**config.mk**
```make
export PLATFORM = sky130hd
export DESIGN_NAME = rgb_to_hsl_converter_flat
export DESIGN_NICKNAME = d
export VERILOG_FILES = /design/src/rthsl_pkg.sv /design/src/rthsl_if.sv /design/src/rthsl_front.sv /design/src/rthsl_cell.sv /design/src/rgb_to_hsl_converter.sv /design/src/flat_wrapper.sv
export SDC_FILE = /design/constraint.sdc
export NUM_CORES = 1
export LEC_CHECK = 0
export BUFFER_PORTS_ARGS = -buffer_cell sky130_fd_sc_hd__buf_2
export CAP_MARGIN = 20
export CORE_AREA = 2 2 345 279
export CTS_CLUSTER_DIAMETER = 50
export DETAILED_ROUTE_END_ITERATION = 10
export DIE_AREA = 0 0 347 281
export PLACE_DENSITY_LB_ADDON = 0.05
export SLEW_MARGIN = 20
export SYNTH_ARGS = -nofsm -noshare
export SYNTH_HDL_FRONTEND = slang
export SYNTH_SLANG_ARGS = --single-unit
```
**constraint.sdc**
```tcl
create_clock -name clk -period 38 [get_ports clk]
set_input_delay 5.7 -clock clk [delete_from_list [all_inputs] [get_ports clk]]
set_output_delay 5.7 -clock clk [all_outputs]
set_load 0.005 [all_outputs]
```
**src/rthsl_pkg.sv**
```systemverilog
`timescale 1ns / 1ps
// ----------------------------------------------------------------------------
// rthsl_pkg
// Shared types and constants for the rgb to hsl converter pipeline.
// ----------------------------------------------------------------------------
package rthsl_pkg;

  localparam int unsigned CHAN_W   = 8;
  localparam int unsigned HUE_W    = 9;
  localparam int unsigned SAT_W    = 16;
  localparam int unsigned SUM_W    = 9;
  localparam int unsigned SAT_BITS = 16;
  localparam int unsigned HUE_BITS = 7;

  localparam logic [SUM_W-1:0] SUM_HALF = 9'd255;
  localparam logic [SUM_W-1:0] SUM_FULL = 9'd510;
  localparam logic [SAT_W:0]   Q15_ONE  = 17'd32768;

  // hue base: sector offset plus 300 (the 360 bias less the 60 folded into the numerator)
  localparam logic [9:0] BASE_RED   = 10'd300;
  localparam logic [9:0] BASE_GREEN = 10'd420;
  localparam logic [9:0] BASE_BLUE  = 10'd540;
  localparam logic [9:0] FULL_TURN  = 10'd360;

  typedef enum logic [1:0] {
    SECT_RED   = 2'd0,
    SECT_GREEN = 2'd1,
    SECT_BLUE  = 2'd2
  } sector_t;

  typedef struct packed {
    logic             valid;
    logic             achrom;
    logic [SUM_W-1:0] sum;
    sector_t          sector;
    logic [7:0]       sat_den;
    logic [8:0]       sat_rem;
    logic [SAT_W-1:0] sat_q;
    logic [7:0]       hue_den;
    logic [7:0]       hue_rem;
    logic [6:0]       hue_lo;
    logic [6:0]       hue_q;
  } lane_t;

endpackage

```
**src/rthsl_if.sv**
```systemverilog
`timescale 1ns / 1ps
// ----------------------------------------------------------------------------
// rthsl_pix_if / rthsl_hsl_if
// Valid/ready channels for rgb pixel words and hsl result words.
// ----------------------------------------------------------------------------
interface rthsl_pix_if;
  logic       valid;
  logic       ready;
  logic [7:0] red;
  logic [7:0] green;
  logic [7:0] blue;
  modport source (output valid, red, green, blue, input ready);
  modport sink   (input valid, red, green, blue, output ready);
endinterface

interface rthsl_hsl_if;
  logic        valid;
  logic        ready;
  logic [8:0]  hue_degrees;
  logic [15:0] saturation_q15;
  logic [8:0]  lightness_sum;
  modport source (output valid, hue_degrees, saturation_q15, lightness_sum, input ready);
  modport sink   (input valid, hue_degrees, saturation_q15, lightness_sum, output ready);
endinterface

```
**src/rthsl_front.sv**
```systemverilog
`timescale 1ns / 1ps
// ----------------------------------------------------------------------------
// rthsl_front
// Finds max, min, sector and both division operands for one pixel.
// ----------------------------------------------------------------------------
module rthsl_front (
  input  logic [7:0]     red,
  input  logic [7:0]     green,
  input  logic [7:0]     blue,
  input  logic           valid,
  output rthsl_pkg::lane_t lane
);
  import rthsl_pkg::*;

  logic [7:0]  mx, mn, rg_max, rg_min, delta, up, down;
  logic [8:0]  sum, far, dsum;
  logic [14:0] num;
  sector_t     sector;

  always_comb begin
    rg_max = (red >= green) ? red : green;
    mx     = (rg_max >= blue) ? rg_max : blue;
    rg_min = (red <= green) ? red : green;
    mn     = (rg_min <= blue) ? rg_min : blue;
    delta  = mx - mn;
    sum    = {1'b0, mx} + {1'b0, mn};
    far    = SUM_FULL - sum;
    if (red == mx) begin
      sector = SECT_RED;
      up     = green;
      down   = blue;
    end else if (green == mx) begin
      sector = SECT_GREEN;
      up     = blue;
      down   = red;
    end else begin
      sector = SECT_BLUE;
      up     = red;
      down   = green;
    end
    // 60 * (up - down + delta), never negative
    dsum = {1'b0, up} + {1'b0, delta} - {1'b0, down};
    num  = 15'(dsum) * 15'd60;

    lane.valid   = valid;
    lane.achrom  = (delta == 8'd0);
    lane.sum     = sum;
    lane.sector  = sector;
    lane.sat_den = (sum <= SUM_HALF) ? sum[7:0] : far[7:0];
    lane.sat_rem = {1'b0, delta};
    lane.sat_q   = '0;
    lane.hue_den = delta;
    lane.hue_rem = num[14:7];
    lane.hue_lo  = num[6:0];
    lane.hue_q   = '0;
  end
endmodule

```
**src/rthsl_cell.sv**
```systemverilog
`timescale 1ns / 1ps
// ----------------------------------------------------------------------------
// rthsl_cell
// One restoring division step for saturation and, in the first cells, for hue.
// ----------------------------------------------------------------------------
module rthsl_cell #(
  parameter int unsigned STEP = 0
) (
  input  logic             clk,
  input  logic             rst,
  input  logic             en,
  input  rthsl_pkg::lane_t lane_in,
  output rthsl_pkg::lane_t lane_out
);
  import rthsl_pkg::*;

  lane_t      nxt;
  logic       s_ge, h_ge;
  logic [8:0] s_diff, h_sh, h_diff;
  logic [7:0] s_keep, h_keep;

  always_comb begin
    nxt    = lane_in;
    s_ge   = lane_in.sat_rem >= {1'b0, lane_in.sat_den};
    s_diff = lane_in.sat_rem - {1'b0, lane_in.sat_den};
    s_keep = s_ge ? s_diff[7:0] : lane_in.sat_rem[7:0];
    nxt.sat_rem = {s_keep, 1'b0};
    nxt.sat_q   = {lane_in.sat_q[SAT_W-2:0], s_ge};

    h_sh   = {lane_in.hue_rem, lane_in.hue_lo[6]};
    h_ge   = h_sh >= {1'b0, lane_in.hue_den};
    h_diff = h_sh - {1'b0, lane_in.hue_den};
    h_keep = h_ge ? h_diff[7:0] : h_sh[7:0];
    if (STEP < HUE_BITS) begin
      nxt.hue_rem = h_keep;
      nxt.hue_lo  = {lane_in.hue_lo[5:0], 1'b0};
      nxt.hue_q   = {lane_in.hue_q[5:0], h_ge};
    end
  end

  always_ff @(posedge clk) begin
    if (rst) begin
      lane_out.valid <= 1'b0;
    end else if (en) begin
      lane_out.valid <= nxt.valid;
    end
  end

  always_ff @(posedge clk) begin
    if (en) begin
      lane_out.achrom  <= nxt.achrom;
      lane_out.sum     <= nxt.sum;
      lane_out.sector  <= nxt.sector;
      lane_out.sat_den <= nxt.sat_den;
      lane_out.sat_rem <= nxt.sat_rem;
      lane_out.sat_q   <= nxt.sat_q;
      lane_out.hue_den <= nxt.hue_den;
      lane_out.hue_rem <= nxt.hue_rem;
      lane_out.hue_lo  <= nxt.hue_lo;
      lane_out.hue_q   <= nxt.hue_q;
    end
  end
endmodule

```
**src/rgb_to_hsl_converter.sv**
```systemverilog
`timescale 1ns / 1ps
// pixel accept to result valid: the front register loads at the accept edge, then the 16
// cells and the output register follow
// throughput: one pixel per cycle unless stalled, 16-cell divider chain fully pipelined
// a stall on the result side holds the whole chain; ready follows the output register
// reset (rst, synchronous) clears only the valid bits; no other state is kept
// ----------------------------------------------------------------------------
// rgb_to_hsl_converter
// Pipelined rgb to hsl conversion built from a row of divider cells.
// ----------------------------------------------------------------------------
module rgb_to_hsl_converter (
  input logic        clk,
  input logic        rst,
  rthsl_pix_if.sink   pixel,
  rthsl_hsl_if.source result
);
  import rthsl_pkg::*;

  lane_t      front_lane;
  lane_t      lane [SAT_BITS+1];
  logic       en;
  logic [9:0] hue_raw;
  logic [9:0] hue_base;
  logic [9:0] hue_wrap;

  assign en          = !result.valid || result.ready;
  assign pixel.ready = en;

  rthsl_front u_front (
    .red   (pixel.red),
    .green (pixel.green),
    .blue  (pixel.blue),
    .valid (pixel.valid),
    .lane  (front_lane)
  );

  always_ff @(posedge clk) begin
    if (rst) begin
      lane[0].valid <= 1'b0;
    end else if (en) begin
      lane[0].valid <= front_lane.valid;
    end
  end

  always_ff @(posedge clk) begin
    if (en) begin
      lane[0].achrom  <= front_lane.achrom;
      lane[0].sum     <= front_lane.sum;
      lane[0].sector  <= front_lane.sector;
      lane[0].sat_den <= front_lane.sat_den;
      lane[0].sat_rem <= front_lane.sat_rem;
      lane[0].sat_q   <= front_lane.sat_q;
      lane[0].hue_den <= front_lane.hue_den;
      lane[0].hue_rem <= front_lane.hue_rem;
      lane[0].hue_lo  <= front_lane.hue_lo;
      lane[0].hue_q   <= front_lane.hue_q;
    end
  end

  for (genvar k = 0; k < SAT_BITS; k++) begin : g_cell
    rthsl_cell #(.STEP(k)) u_cell (
      .clk      (clk),
      .rst      (rst),
      .en       (en),
      .lane_in  (lane[k]),
      .lane_out (lane[k+1])
    );
  end

  always_comb begin
    unique case (lane[SAT_BITS].sector)
      SECT_RED:   hue_base = BASE_RED;
      SECT_GREEN: hue_base = BASE_GREEN;
      SECT_BLUE:  hue_base = BASE_BLUE;
      default:    hue_base = BASE_RED;
    endcase
    hue_raw  = {3'b000, lane[SAT_BITS].hue_q} + hue_base;
    hue_wrap = (hue_raw >= FULL_TURN) ? (hue_raw - FULL_TURN) : hue_raw;
  end

  always_ff @(posedge clk) begin
    if (rst) begin
      result.valid <= 1'b0;
    end else if (en) begin
      result.valid <= lane[SAT_BITS].valid;
    end
  end

  always_ff @(posedge clk) begin
    if (en) begin
      result.lightness_sum  <= lane[SAT_BITS].sum;
      result.hue_degrees    <= lane[SAT_BITS].achrom ? '0 : hue_wrap[8:0];
      result.saturation_q15 <= lane[SAT_BITS].achrom ? '0 : lane[SAT_BITS].sat_q;
    end
  end

  a_hue_range: assert property (@(posedge clk) disable iff (rst)
    result.valid |-> (result.hue_degrees < 9'd360))
    else $error("hue out of range");

  a_sat_range: assert property (@(posedge clk) disable iff (rst)
    result.valid |-> ({1'b0, result.saturation_q15} <= Q15_ONE))
    else $error("saturation above one");

  a_gray_hue: assert property (@(posedge clk) disable iff (rst)
    (result.valid && result.saturation_q15 == 16'd0) |-> (result.hue_degrees == 9'd0))
    else $error("gray word with nonzero hue");

  a_chain_hold: assert property (@(posedge clk) disable iff (rst)
    !en |=> $stable(lane[SAT_BITS].valid))
    else $error("divider chain moved during stall");
endmodule
```
**src/flat_wrapper.sv**
```systemverilog
// flat-port wrapper written by rule: the top's interface ports become plain ports
module rgb_to_hsl_converter_flat import rthsl_pkg::*;
  (clk, rst, pixel_valid, pixel_red, pixel_green, pixel_blue, pixel_ready, result_valid, result_hue_degrees, result_saturation_q15, result_lightness_sum, result_ready);
  rthsl_pix_if pixel_i ();
  rthsl_hsl_if result_i ();
  input logic clk;
  input logic rst;
  input wire logic [$bits(pixel_i.valid)-1:0] pixel_valid;
  input wire logic [$bits(pixel_i.red)-1:0] pixel_red;
  input wire logic [$bits(pixel_i.green)-1:0] pixel_green;
  input wire logic [$bits(pixel_i.blue)-1:0] pixel_blue;
  output wire logic [$bits(pixel_i.ready)-1:0] pixel_ready;
  output wire logic [$bits(result_i.valid)-1:0] result_valid;
  output wire logic [$bits(result_i.hue_degrees)-1:0] result_hue_degrees;
  output wire logic [$bits(result_i.saturation_q15)-1:0] result_saturation_q15;
  output wire logic [$bits(result_i.lightness_sum)-1:0] result_lightness_sum;
  input wire logic [$bits(result_i.ready)-1:0] result_ready;
  assign pixel_i.valid = pixel_valid;
  assign pixel_i.red = pixel_red;
  assign pixel_i.green = pixel_green;
  assign pixel_i.blue = pixel_blue;
  assign pixel_ready = pixel_i.ready;
  assign result_valid = result_i.valid;
  assign result_hue_degrees = result_i.hue_degrees;
  assign result_saturation_q15 = result_i.saturation_q15;
  assign result_lightness_sum = result_i.lightness_sum;
  assign result_i.ready = result_ready;
  rgb_to_hsl_converter u_core (.clk(clk), .rst(rst), .pixel(pixel_i), .result(result_i));
endmodule
```
# Word-level counts from Yosys, hierarchy flattened
# Cells that the tools add are included.
classes:
  n_addsub: 28
  n_mul: 1
  magnitude_cmp: 29
  n_eq_ne: 4
  n_mux: 33
  n_reduce_logical: 3
ops:
  columns: ["operator", "count"]
  rows:
  - ["$mux 8", 30]
  - ["$ge 9x8->1", 22]
  - ["$sub 8x8->8", 22]
  - ["$ge 8x8->1", 3]
  - ["$pmux 10 s2", 1]
  - ["$add 8x8->9", 2]
  - ["$eq 8x8->1", 2]
  - ["$le 8x8->1", 2]
  - ["$mul 9x4->13 const B", 1]
  - ["$add 7x10->10", 1]
  - ["$ge 10x9->1 const B", 1]
  - ["$le 9x8->1 const B", 1]
  - ["$mux 9", 1]
  - ["$sub 9x8->9", 1]
  - ["$sub 9x9->9 const B", 1]
  - ["$logic_not 8->1", 1]
  - ["$sub 8x8->8 const A", 1]
  - ["$eq 2x1->1 const B", 1]
  - ["$eq 2x2->1 const B", 1]
  - ["$mux 2", 1]
  - ["$logic_not 1->1", 1]
  - ["$logic_or 1x1->1", 1]
totals:
  reg_bits: 858
  in_bits: 28
  output_inout_bits: 36
  word_cells: 267

# Longest topological paths before layout
depth:
  depth_word: 10
  ltp_mapped: 44

# By module
# From an unflattened synthesis, not the netlist that was laid out.
hier_totals:
  cells_unflattened: 3486
  hier_area_um2: 56048.8
modules_own_cells:
  columns: ["module", "n_inst", "cells_per_inst", "area_each_um2", "seq_area_each_um2"]
  rows:
  - ["rthsl_cell at u_core.g_cell[10].u_cell ...", 6, 145, 2806.4, 2242.2]
  - ["rthsl_cell at u_core.g_cell[1].u_cell ...", 4, 205, 3204.3, 2212.1]
  - ["rthsl_cell at u_core.g_cell[0].u_cell ...", 3, 201, 3180.6, 2212.1]
  - ["rthsl_cell at u_core.g_cell[14].u_cell ...", 2, 147, 2786.4, 2242.2]
  - ["rthsl_front", 1, 508, 4259.1, 0.0]
  - ["rgb_to_hsl_converter", 1, 243, 4209.0, 3313.2]
  - ["rthsl_cell at u_core.g_cell[9].u_cell", 1, 148, 2810.2, 2242.2]

# Worst setup path after synthesis
# Ideal clock, no wire load.
synth_timing:
  kind: "input-to-output"
  startpoint: "in result_ready"
  endpoint: "out pixel_ready"
  arrival_time_ps: 28239
  required_time_ps: 32300
  path_slack_ps: 4061
  cell_stages: 4
  path_cell_list: "nor2b_1 clkbuf_1 clkinv_1 clkbuf_1"
synth_between:
  elab_chain_len: 1
synth_lines:
  columns: ["item", "line_no", "rtl"]
  rows:
  - ["from (decl)", "flat_wrapper.sv:17", "input wire logic [$bits(result_i.ready)-1:0] result_ready;"]
  - ["$logic_or 1x1->1", "rgb_to_hsl_converter.sv:26", "assign en = !result.valid || result.ready;"]
  - ["to (decl)", "flat_wrapper.sv:12", "output wire logic [$bits(pixel_i.ready)-1:0] pixel_ready;"]
# Every way passes these cells.

==> impl_summary.log <==
INFO  metric numCtsBuffers = 100
INFO  metric finalWeightedCongestion = just over 0.8
INFO  metric drt_wl_total = 66.1 mm
INFO  metric finalHoldViolCount = 0
INFO  metric setup_viol = 0
INFO  metric post-cts-setup-buffers = 0
INFO  metric netlist.area_leader.share = 0.626
INFO  metric vias = roughly 21000
INFO  metric ys_ff_latch = 835
INFO  metric synth_enable_flop_cells = 817
INFO  metric final.setup.tns = 0 ps
INFO  metric syn-cell-area = 39200 µm²
INFO  metric slew_violations = 0
INFO  metric max_slew_margin = 0.341
INFO  metric grt_first_pass_wirelength = 110 mm
INFO  metric worst_hold_path_type = flip-flop to flip-flop
INFO  metric numPlacedInstances = 3995
INFO  metric area_growth_syn_to_layout = 13.6%
INFO  metric grt_overflow_total = 0
INFO  metric postSynthAreaPerCell = 14.4 µm²
INFO  metric critical-path-slowest-cell = o31ai_4
INFO  metric detailedPlacementHpwl = ~45 mm
INFO  metric run_status = completed
INFO  metric drt.antenna.violating_nets = 0
INFO  metric cts.reportedPaths.clkPinSlew = 60 ps
INFO  metric synthDistinctLibCells = between 70 and 80
INFO  metric cts_buffer_depth = 3
INFO  metric clock_tree_from_tritoncts = built
INFO  metric critical_path_arrival = around 15000 ps
INFO  metric rsz0062_at_grt = false
INFO  metric globalRoute.busiestLayer = met2
INFO  metric fin_crit = 14870 ps
INFO  metric timing.critical_path.to_type = flip-flop
INFO  metric grt_util_met3 = 0.0297
INFO  metric synth_sequential_area_ratio = 0.635
INFO  metric net_count_final = roughly 3200
INFO  metric insertion_delay = 660 ps
INFO  metric cts.repair.resized = 0
INFO  metric async_reset_ff_frac = 0
INFO  metric first_global_vias = 20900
INFO  metric row_count = 101
INFO  metric detail_route.drc_violations = 0
INFO  metric fin_crit_sh = 0.391
INFO  metric crit_required = 38490 ps
INFO  metric synthesis.nets = 3045
INFO  metric stdcell_count = 4186
INFO  metric wl_per_cell = 15.8 µm
INFO  metric start_kind = primary input
INFO  metric die_width = roughly 350 µm
INFO  metric timing.critical_path.slowest_cell_delay = 680 ps
INFO  metric netlist_top_cells_area = edfxtp_1 63%, ha_1 8.1%, mux2_2 3.7%
INFO  metric detail_route.first_pass.iterations = 5
INFO  metric crit_top_cell = inv_1
INFO  metric post_cts_hold_buffer_count = 0
INFO  metric ys.flop_type = edfxtp_1
INFO  metric drv.max_cap_violation_count = 0
INFO  metric synth_common_cells = 817 x edfxtp_1, 338 x inv_1, 255 x ha_1
INFO  metric diodes = 0
INFO  metric floorplan.io_pins = 64
INFO  metric timing.setup.critical_path_class = primary input to flip-flop
INFO  metric grt.met1_usage = 0.204
INFO  metric die-area = approximately 98000 µm²
INFO  metric clock_sink_count = 835
INFO  metric route.detailed.vias_per_inst = a little under 5
INFO  metric critPathMaxFanout = 14
INFO  metric finalClockSkew = 32.7 ps
INFO  metric ctsRootBufferMaster = clkbuf_16
INFO  metric htree_num_levels = 3
INFO  metric synth_largest_area_cell = edfxtp_1
INFO  metric total_routing_usage_reported_by_global_routing = 0.139
INFO  metric fraction_of_final_layout_cells_sized_beyond_drive_strength_1 = 0.141
INFO  metric post-synth-top-count-cell = edfxtp_1
INFO  metric grt_antenna_before_repair = 0
INFO  metric global_route.usage.met2 = 0.207
INFO  metric max_freq = 0.0673 GHz
INFO  metric core_area = 94100 µm²
INFO  metric worst-slew-pin-transition = about 990 ps
INFO  metric start_util = 0.417
INFO  metric grt_max_degree = ~190
INFO  metric die_height = between 200 and 300 µm
INFO  metric synthesis.instances = 2719
INFO  metric ys.warnings.count = 0
INFO  metric port_buffers = 63
INFO  metric detail_route.iter0.violations = 1317
-- worst max-delay path, delay by kind of cell --
kind            cells  cell delay (ps)
buf+inv             7              680
xor+xnor            1              390
compound gates     13             3120
simple gates        6             1320
mux                 2              700
fa+ha+maj           9             3450
-- stage by stage --
stage               utilization  setup WS (ps)  hold WS (ps)  cell area (µm²)
finish                    0.473          23130           387            44500
global route              0.473          22520           388            44500
CTS                       0.473          23200           380            44500
detailed placement        0.436          22510           405            41000
global placement          0.436          22710           400            41000
floorplan                     -           4060           400            39200
-- worst paths after layout --
path / start / endpoint / slack [ps] / depth (start not counted)
worst min register to register: u_core.g_cell[0].u_cell.lane_out[30]$_DFFE_PP_ / u_core.g_cell[1].u_cell.lane_out[31]$_DFFE_PP_ / 390 / 0
worst max register to register: u_core.result.valid$_SDFFE_PP0P_ / u_core.g_cell[5].u_cell.lane_out[53]$_DFFE_PP_ / 33870 / 6
worst max-delay path: pixel_green[1] / u_core.lane[1237]$_DFFE_PP_ / 23130 / 38
worst min-delay path: u_core.g_cell[0].u_cell.lane_out[30]$_DFFE_PP_ / u_core.g_cell[1].u_cell.lane_out[31]$_DFFE_PP_ / 390 / 0
-- layout by cell type, fill, tap and decap left out, types with 20 or more instances in the layout --
cell,n
edfxtp_1,817
inv_1,338
ha_1,255
nor2_1,164
mux2_2,130
o21ai_0,105
clkbuf_16,101
nand2_1,75
xnor2_1,74
nor2b_1,72
a21oi_1,70
mux2i_1,68
a21o_1,63
buf_2,63
xor2_1,49
fa_1,43
nand4_1,33
nand2b_1,30
o21a_1,29
a211oi_1,25
nand3_1,21
a21boi_1,20
-- flip-flops by register name, indices dropped and copies added, names as in the netlist --
register	count
u_core.lane	40
u_core.result.hue_degrees	9
u_core.g_cell.u_cell.lane_out	760
u_core.result.lightness_sum	9
u_core.result.saturation_q15	16
u_core.result.valid	1
-- routing by layer --
metal,share of wire,up-vias
li1,-,10200
met3,0.047,98
met4,0.020,0
met1,0.51,9901
met2,0.43,316
met5,0,-
-- kinds of logic (layout without fill, tap and decap cells) --
group	Yosys count	after routing	share of synthesized area
fa+ha+maj	298	298	0.103
xor+xnor	124	124	0.0279
buf+inv	370	601	0.0366
mux	204	204	0.0570
compound gates	447	447	0.0858
flops	835	835	0.635
simple gates	441	441	0.0547
-- cell type report --
cell class	instances	area (µm²)
timing repair buffer	73	439
fill	8102	49600
inverter	339	1280
multi-input combinational	1514	12900
sequential	835	24900
clock inverter	67	823
tap	1236	1550
clock buffer	122	2660
Power is not shown: default switching activity piles up to over one toggle a cycle in this logic, so the estimate is an artifact.
